<file path="config.mk">
export PLATFORM = sky130hd
export DESIGN_NAME = tlbpt_pt_mem
export DESIGN_NICKNAME = d
export VERILOG_FILES = /design/src/rtl/tlbpt_pkg.sv /design/src/rtl/tlbpt_pt_mem.sv
export SDC_FILE = /design/constraint.sdc
export NUM_CORES = 2
export LEC_CHECK = 0
export BUFFER_PORTS_ARGS = -buffer_cell sky130_fd_sc_hd__clkbuf_2
export CAP_MARGIN = 20
export CORE_ASPECT_RATIO = 1.75
export CORE_MARGIN = 5
export CORE_UTILIZATION = 38
export DETAILED_ROUTE_END_ITERATION = 12
export PLACE_DENSITY_LB_ADDON = 0.08
export SLEW_MARGIN = 20
export SYNTH_ARGS = -nofsm -noshare
export SYNTH_HDL_FRONTEND = slang
export SYNTH_MEMORY_MAX_BITS = 65536
export SYNTH_SLANG_ARGS = --single-unit
</file>
<file path="constraint.sdc">
create_clock -name aclk -period 5.75 [get_ports aclk]
set_input_delay 0.2875 -clock aclk [delete_from_list [all_inputs] [get_ports aclk]]
set_output_delay 0.2875 -clock aclk [all_outputs]
set_load 0.03 [all_outputs]
</file>
<file path="src/rtl/tlbpt_pkg.sv">
// Shared types, codes and default sizes for the TLB / page-table address translator.
// No dependencies; imported by tlbpt_pt_mem and tlb_page_table_address_translator.
`timescale 1ns / 1ps
`default_nettype none

package tlbpt_pkg;

    localparam int PAGE_BYTES_DEF  = 128;
    localparam int TLB_ENTRIES_DEF = 4;
    localparam int PT_ENTRIES_DEF  = 256;

    localparam int OP_W     = 2;
    localparam int VADDR_W  = 32;
    localparam int SIZE_W   = 2;
    localparam int IDX_W    = 8;
    localparam int EVPN_W   = 25;
    localparam int PPN_W    = 16;
    localparam int FAULT_W  = 3;
    localparam int PA_W     = 23;
    localparam int CFG_IDX_W = 2;
    localparam int CFG_W    = 17;
    localparam int PTS_W    = 9;
    localparam int NPP_W    = 17;

    typedef enum logic [OP_W-1:0] {
        OP_READ     = 2'd0,
        OP_WRITE    = 2'd1,
        OP_LOAD_TLB = 2'd2,
        OP_LOAD_PT  = 2'd3
    } op_t;

    localparam logic [SIZE_W-1:0] SZ_BYTE = 2'd0;
    localparam logic [SIZE_W-1:0] SZ_HALF = 2'd1;
    localparam logic [SIZE_W-1:0] SZ_WORD = 2'd2;

    localparam logic [FAULT_W-1:0] FLT_NONE = 3'd0;
    localparam logic [FAULT_W-1:0] FLT_ADDR = 3'd1;
    localparam logic [FAULT_W-1:0] FLT_MISS = 3'd2;
    localparam logic [FAULT_W-1:0] FLT_RO   = 3'd3;
    localparam logic [FAULT_W-1:0] FLT_BUS  = 3'd4;
    localparam logic [FAULT_W-1:0] FLT_PAGE = 3'd5;

    localparam logic [CFG_IDX_W-1:0] CFG_USE_TLB = 2'd0;
    localparam logic [CFG_IDX_W-1:0] CFG_PT_SIZE = 2'd1;
    localparam logic [CFG_IDX_W-1:0] CFG_NPHYS   = 2'd2;

    localparam logic [PTS_W-1:0] PT_SIZE_RST = 9'd256;
    localparam logic [NPP_W-1:0] NPHYS_RST   = 17'd128;

    typedef struct packed {
        logic             valid;
        logic             ro;
        logic [PPN_W-1:0] ppn;
    } pte_t;

    typedef struct packed {
        logic              valid;
        logic              ro;
        logic [EVPN_W-1:0] vpn;
        logic [PPN_W-1:0]  ppn;
    } tlb_ent_t;

endpackage

`default_nettype wire

</file>
<file path="src/rtl/tlbpt_pt_mem.sv">
// Single-port page-table memory with registered read and a clearing pass after reset.
// Depends on tlbpt_pkg (pte_t).
`timescale 1ns / 1ps
`default_nettype none

module tlbpt_pt_mem #(
    parameter int PT_ENTRIES = tlbpt_pkg::PT_ENTRIES_DEF,
    parameter int AW         = (PT_ENTRIES > 1) ? $clog2(PT_ENTRIES) : 1
) (
    input  wire logic            aclk,
    input  wire logic            aresetn,
    input  wire logic            rd_en,
    input  wire logic            wr_en,
    input  wire logic [AW-1:0]   addr,
    input  wire tlbpt_pkg::pte_t wdata,
    output tlbpt_pkg::pte_t      rdata,
    output logic                 busy
);
    import tlbpt_pkg::*;

    pte_t          mem [PT_ENTRIES];
    pte_t          rdata_reg;
    logic          clr_busy_reg;
    logic [AW-1:0] clr_addr_reg;

    always_ff @(posedge aclk) begin
        if (!aresetn) begin
            clr_busy_reg <= 1'b1;
            clr_addr_reg <= '0;
        end else if (clr_busy_reg) begin
            clr_addr_reg <= clr_addr_reg + AW'(1);
            if (clr_addr_reg == AW'(PT_ENTRIES - 1)) begin
                clr_busy_reg <= 1'b0;
            end
        end
    end

    always_ff @(posedge aclk) begin
        if (clr_busy_reg) begin
            mem[clr_addr_reg] <= '0;
        end else if (wr_en) begin
            mem[addr] <= wdata;
        end
        if (rd_en) begin
            rdata_reg <= mem[addr];
        end
    end

    assign rdata = rdata_reg;
    assign busy  = clr_busy_reg;

endmodule

`default_nettype wire

</file>
======== Word level (Yosys, flattened, before mapping) ========
Memories as Yosys holds them, arrays and structs flattened. A register that Yosys moved wholly into a read port is not among the register bits.
Cells that the tools add are included.
storage, ports and cells
  register bits after elaboration ......... 9
  memory bits (writable) .................. 4608
  input bits .............................. 30
  output and inout port bits .............. 19
  logic and storage cells ................. 16
  memories kept ........................... 1
cells by class
  $add $sub $neg .......................... 1
  equality and inequality tests ........... 1
  multiplexer cells ....................... 10
  reductions and logical operators ........ 1
memories
  memory  depth  width  read ports  clocked after Yosys merged registers in  wr ports  line                text
  mem     256    18     1           1                                        1         tlbpt_pt_mem.sv:21  pte_t mem [PT_ENTRIES];
operators with widths
  kind                                                            number
  18-bit two-way mux                                              1
  18-bit OR reduction                                             1
  8-bit by 1-bit adder with 8-bit output (second input constant)  1
  8-bit equality test (second input constant)                     1
  1-bit two-way mux                                               8
  8-bit two-way mux                                               1

======== Depth between registers and ports, before layout ========
  depth in word-level cells ............... 5
  mapped depth ............................ 14
  depth with buffers taken out ............ 7

======== Least setup slack after synthesis ========
No wires, ideal clock.
  kind .................................... register to register
  start ................................... register clr_busy_reg, in the netlist busy
  end ..................................... memory mem[0][10] (netlist name) (data pin)
  setup time .............................. 0.870 ns
  arrival time ............................ 4.844 ns
  required time ........................... 4.880 ns
  path slack .............................. 0.036 ns
  cell stages (with the launch flop) ...... 7
  buffers on the path ..................... 4
  period minus slack after synthesis ...... 5.714 ns
  cells stage by stage .................... dfxtp_1 > clkbuf_1 > nor2b_1 > clkbuf_1 > clkbuf_1 > clkbuf_1 > and2_1
between the ends
  cells in the longest elaborated chain, start to end .. 4
ends and longest elaborated chain
  what                                     line                text
  from (decl)                              tlbpt_pt_mem.sv:23  logic clr_busy_reg;
  from (signal assigned)                   tlbpt_pt_mem.sv:28  clr_busy_reg <= 1'b1;
  from (signal assigned)                   tlbpt_pt_mem.sv:33  clr_busy_reg <= 1'b0;
  1-bit two-way mux                        tlbpt_pt_mem.sv:39  if (clr_busy_reg) begin
  1-bit two-way mux (not written as such)  tlbpt_pt_mem.sv:42  mem[addr] <= wdata;
  18-bit OR reduction (no source line)     n/a
  18-bit two-way mux (no source line)      n/a
  to (decl)                                tlbpt_pt_mem.sv:21
No other way between the ends.

======== Worst setup path in the final report ========
  start ................................... register clr_busy_reg, in the netlist busy
  end ..................................... memory mem[2][3] (netlist name), enable pin
between the ends
  cells in the longest elaborated chain, start to end .. 4
  elaborated cells on any way between the ends .. 7
  classes of those cells .................. mux (6); reduce/logical (1)
ends and longest elaborated chain
  what                                                                            line
  1-bit two-way mux                                                               tlbpt_pt_mem.sv:39
  1-bit two-way mux (not written as such)                                         tlbpt_pt_mem.sv:42
  18-bit OR reduction (no source line)                                            n/a
  8-bit two-way mux (no source line) / 1-bit two-way mux (equally long branches)  n/a
Several ways; a longest one is shown, not always the timed one.

==> key figures <==
Cells and area
  • Area added between synthesis and finish: 14.2%
  • FILL cells: slightly above 40,000
  • Non-Filler Cell Area, Final: 204,000 um^2
  • Max FFs per register: ~4,600
  • Share of layout cells above drive strength 1: between 20 and 30%
  • End-of-flow core utilization: 43.5%
  • Final-stage net count: just under 9,000
  • Layout Cells excl Fill: 15,500

Die
  • Die Wd: roughly 530 um
  • Die height: between 900 and 1000 um
  • IO Count: 49
  • Core Area: 469,000 um^2
  • Starting Density: a little under two fifths
  • Die area: just under 500,000 um^2
  • # rows: between 300 and 400

Worst setup path
  • Slowest-stage cell, CP: o21ai_0
  • Critical path class: flop to flop
  • Worst R2R Path Depth: 5
  • Number of buffers and inverters on the critical path: 1
  • Arr. time, crit path: around 5 ns
  • Max stage delay on crit path: approximately 0.94 ns
  • Crit. End Element: flop
  • CP top delay family: simple AND/OR/NAND/NOR gates
  • Worst setup path end: mem[2][3]
  • RR Endpoint: mem[2][3]
  • Critical Path Start: busy
  • Reg2Reg Setup Slack: 1.42 ns
  • Crit-path max FO: 21
  • Worst setup SP type: flop
  • Crit path depth: 5
  • R2r startpoint: busy
  • Worst path cell trace: nand2b_1 -> o21ai_0 -> nand2_1 -> nor2_1 -> buf_12
  • Worst EP required: between 6 and 7 ns

Drt
  • DR pass1 iterations: 6
  • Via Count: roughly 88,000
  • DRT antenna net count: 0
  • Final WL: ~560,000 um
  • Starting DRT DRC Count: around 7,900
  • DR vias/cell: between 5 and 6
  • # DRC: 0
  • Routed WL per cell: roughly 36 um

Clocking
  • CTS clk-pin slew, worst paths: 0.07 ns
  • H-tree levels: 5
  • CTS tree: done
  • Postcts setup bufs: 0
  • Worst-Skew Late Latency: 0.99 ns
  • Total CTS buffers: 427
  • Post-CTS Hold Buffers: 14
  • CTS resizes: 0
  • Sink Count: between 4,000 and 5,000
  • Clock Path Buffers: 4
  • Root buf cell: clkbuf_16

Yosys
  • Syn Area/Cell: ~21 um^2
  • Netlist Area Pre-Place: 179,000 um^2
  • Synthesis warning total: 0
  • Most instantiated library cell after synthesis: edfxtp_1
  • Seq/Total Area, Yosys: slightly below 80%
  • Asr flop ratio synth: 0%
  • Area share of the leading cell type in the synthesized netlist: just under 80%
  • Synthesized Nets: ~8,400
  • Mapped Cells: about 8,400
  • Top cells by count, synth: 4,626 x edfxtp_1, 897 x mux4_2, 712 x mux2i_1, 312 x nor2_1, 259 x o221ai_1
  • EDFF count, synth: between 4,000 and 5,000
  • Leading register cell type out of synthesis: edfxtp_1
  • Count of state elements after synthesis: 4,635
  • Synth area leaders: edfxtp_1 78%, mux4_2 11%, mux2i_1 4.0%, o221ai_1 1.3%, nor2_1 0.66%
  • Synth area leader: edfxtp_1
  • Yosys cell types: just under 60

Power
  • Worst vdd ir: ~0.26 mV
  • Flop pwr share: between 50% and 60%
  • Design Power: 68.5 mW
  • Power Dens Cells: between 300 and 400 nW/um^2
  • Leakage Power: approximately 65 nW
  • NetSw: 14.5 mW
  • Pint: 54.0 mW
  • Combinational fraction of design power: roughly 4.3%
  • Clock share of power: 42.1%
  • Sw frac: 21.2%

STA
  • Setup Skew: slightly below 0.06 ns
  • Worst Slack Setup Final: between 1 and 1.5 ns
  • Setup TNS: 0 ns
  • WHS: approximately 0.034 ns
  • Setup violators final: 0
  • Fin crit period: ~4.3 ns
  • Unrepaired setup endpoints after global routing: no
  • Max-slew violation count: 0
  • Slew Limit Headroom: between 10% and 20%
  • Slew @ Worst Pin: 1.25 ns
  • Final Hold Viols: 0
  • Crit share post-route: roughly 75%
  • Max Fclk: 0.231 GHz

Placement
  • Global placement routability congestion: about 0.8
  • Input/output buffers: 48
  • Dpl ws: roughly 0.6 ns
  • Area after DPL: approximately 190,000 um^2
  • DP Wirelength: between 300,000 and 400,000 um
  • DP Cell Count: ~15,000

Flow run
  • Number of max-capacitance violations reported: 0

GRT
  • Remaining Overflow, GRT: 0
  • Vias in the first global route: ~91,000
  • GR Util All Layers: 22.9%
  • First-pass GRT wire length: ~770,000 um
  • Antenna violations before repair: 21
  • Largest net degree at the start of global routing: between 150 and 200

Min path
  • Worst Hold Class: input pin to flop

Status
  • Status: finished clean
## worst register-to-register path: stages, from the launching register on
cell	delay, ns
dfxtp_1	0.44
nand2b_1	0.57
o21ai_0	0.95
nand2_1	0.94
nor2_1	0.85
buf_12	0.25
## layer usage
metal / global-route usage, % / wire (um) / up-vias
met2: 42.1 / 302000 / 2448
met4: 9.45 / 27600 / 2
met5: 0 / 11 / -
li1: - / - / 36500
met1: 27.3 / 209000 / 48300
met3: 2.45 / 22900 / 731
## power by group through the flow
stage	clock network [mW]	logic (mW)	registers (mW)
after floorplan	0	1.70	37.4
after global placement	0	3.01	37.4
after detailed placement	0	3.04	37.4
after CTS	29.5	3.05	36.7
after global routing	30.8	3.09	36.7
final	28.8	2.97	36.7
## cells in the final DEF (no fill, tap or decap), types with 78 or more instances in the layout
cell and instances:
mux2i_1 712, o22ai_1 149, clkbuf_1 78, clkinv_2 83
nor3_1 172, a21oi_1 130, o221ai_1 259, nor2_2 227
buf_4 441, clkbuf_16 438, nand2_1 118, edfxtp_1 4626
mux4_2 897, clkinv_1 105
## cell families (layout without fill, tap and decap cells)
group / Yosys count / in the layout / share of synthesized area, %
flops: 4635 / 4635 / 77.8
other cells: 0 / 21 / 0
mux: 1619 / 1619 / 15.4
xor+xnor: 4 / 4 / 0.0196
fa+ha+maj: 1 / 1 / 0.00700
buf+inv: 511 / 1365 / 1.50
compound gates: 767 / 767 / 3.11
simple gates: 841 / 841 / 2.19
## final cells by class
| type | count | area (um^2) | share of cell area (%) |
|---|---|---|---|
| multi-input cells | 3232 | 38000 | 18.6 |
| clock inverters | 260 | 2580 | 1.26 |
| flip-flops and latches | 4635 | 139000 | 68.2 |
| well taps | 6197 | 7750 | 3.80 |
| inverters | 4 | 32.5 | 0.0159 |
| diodes | 21 | 52.6 | 0.0258 |
| clock buffers | 516 | 11300 | 5.51 |
| repair buffers | 585 | 5310 | 2.60 |
## worst min-delay path by stage
| stage | startpoint | to | slack [ns] | cells after the start |
|---|---|---|---|---|
| after global routing | rd_en | rdata[16] | 0.05 | 1 |
| final | wdata[1] | mem[151][1] | 0.03 | 2 |
| after global placement | clr_addr_reg[5] | clr_addr_reg[5] | 0.56 | 2 |
| after detailed placement | clr_addr_reg[5] | clr_addr_reg[5] | 0.57 | 2 |
| after floorplan | aresetn | busy | 0.35 | 1 |
| after CTS | wdata[1] | mem[151][1] | 0.02 | 2 |
Note: power is estimated with default switching activity, not from simulation.
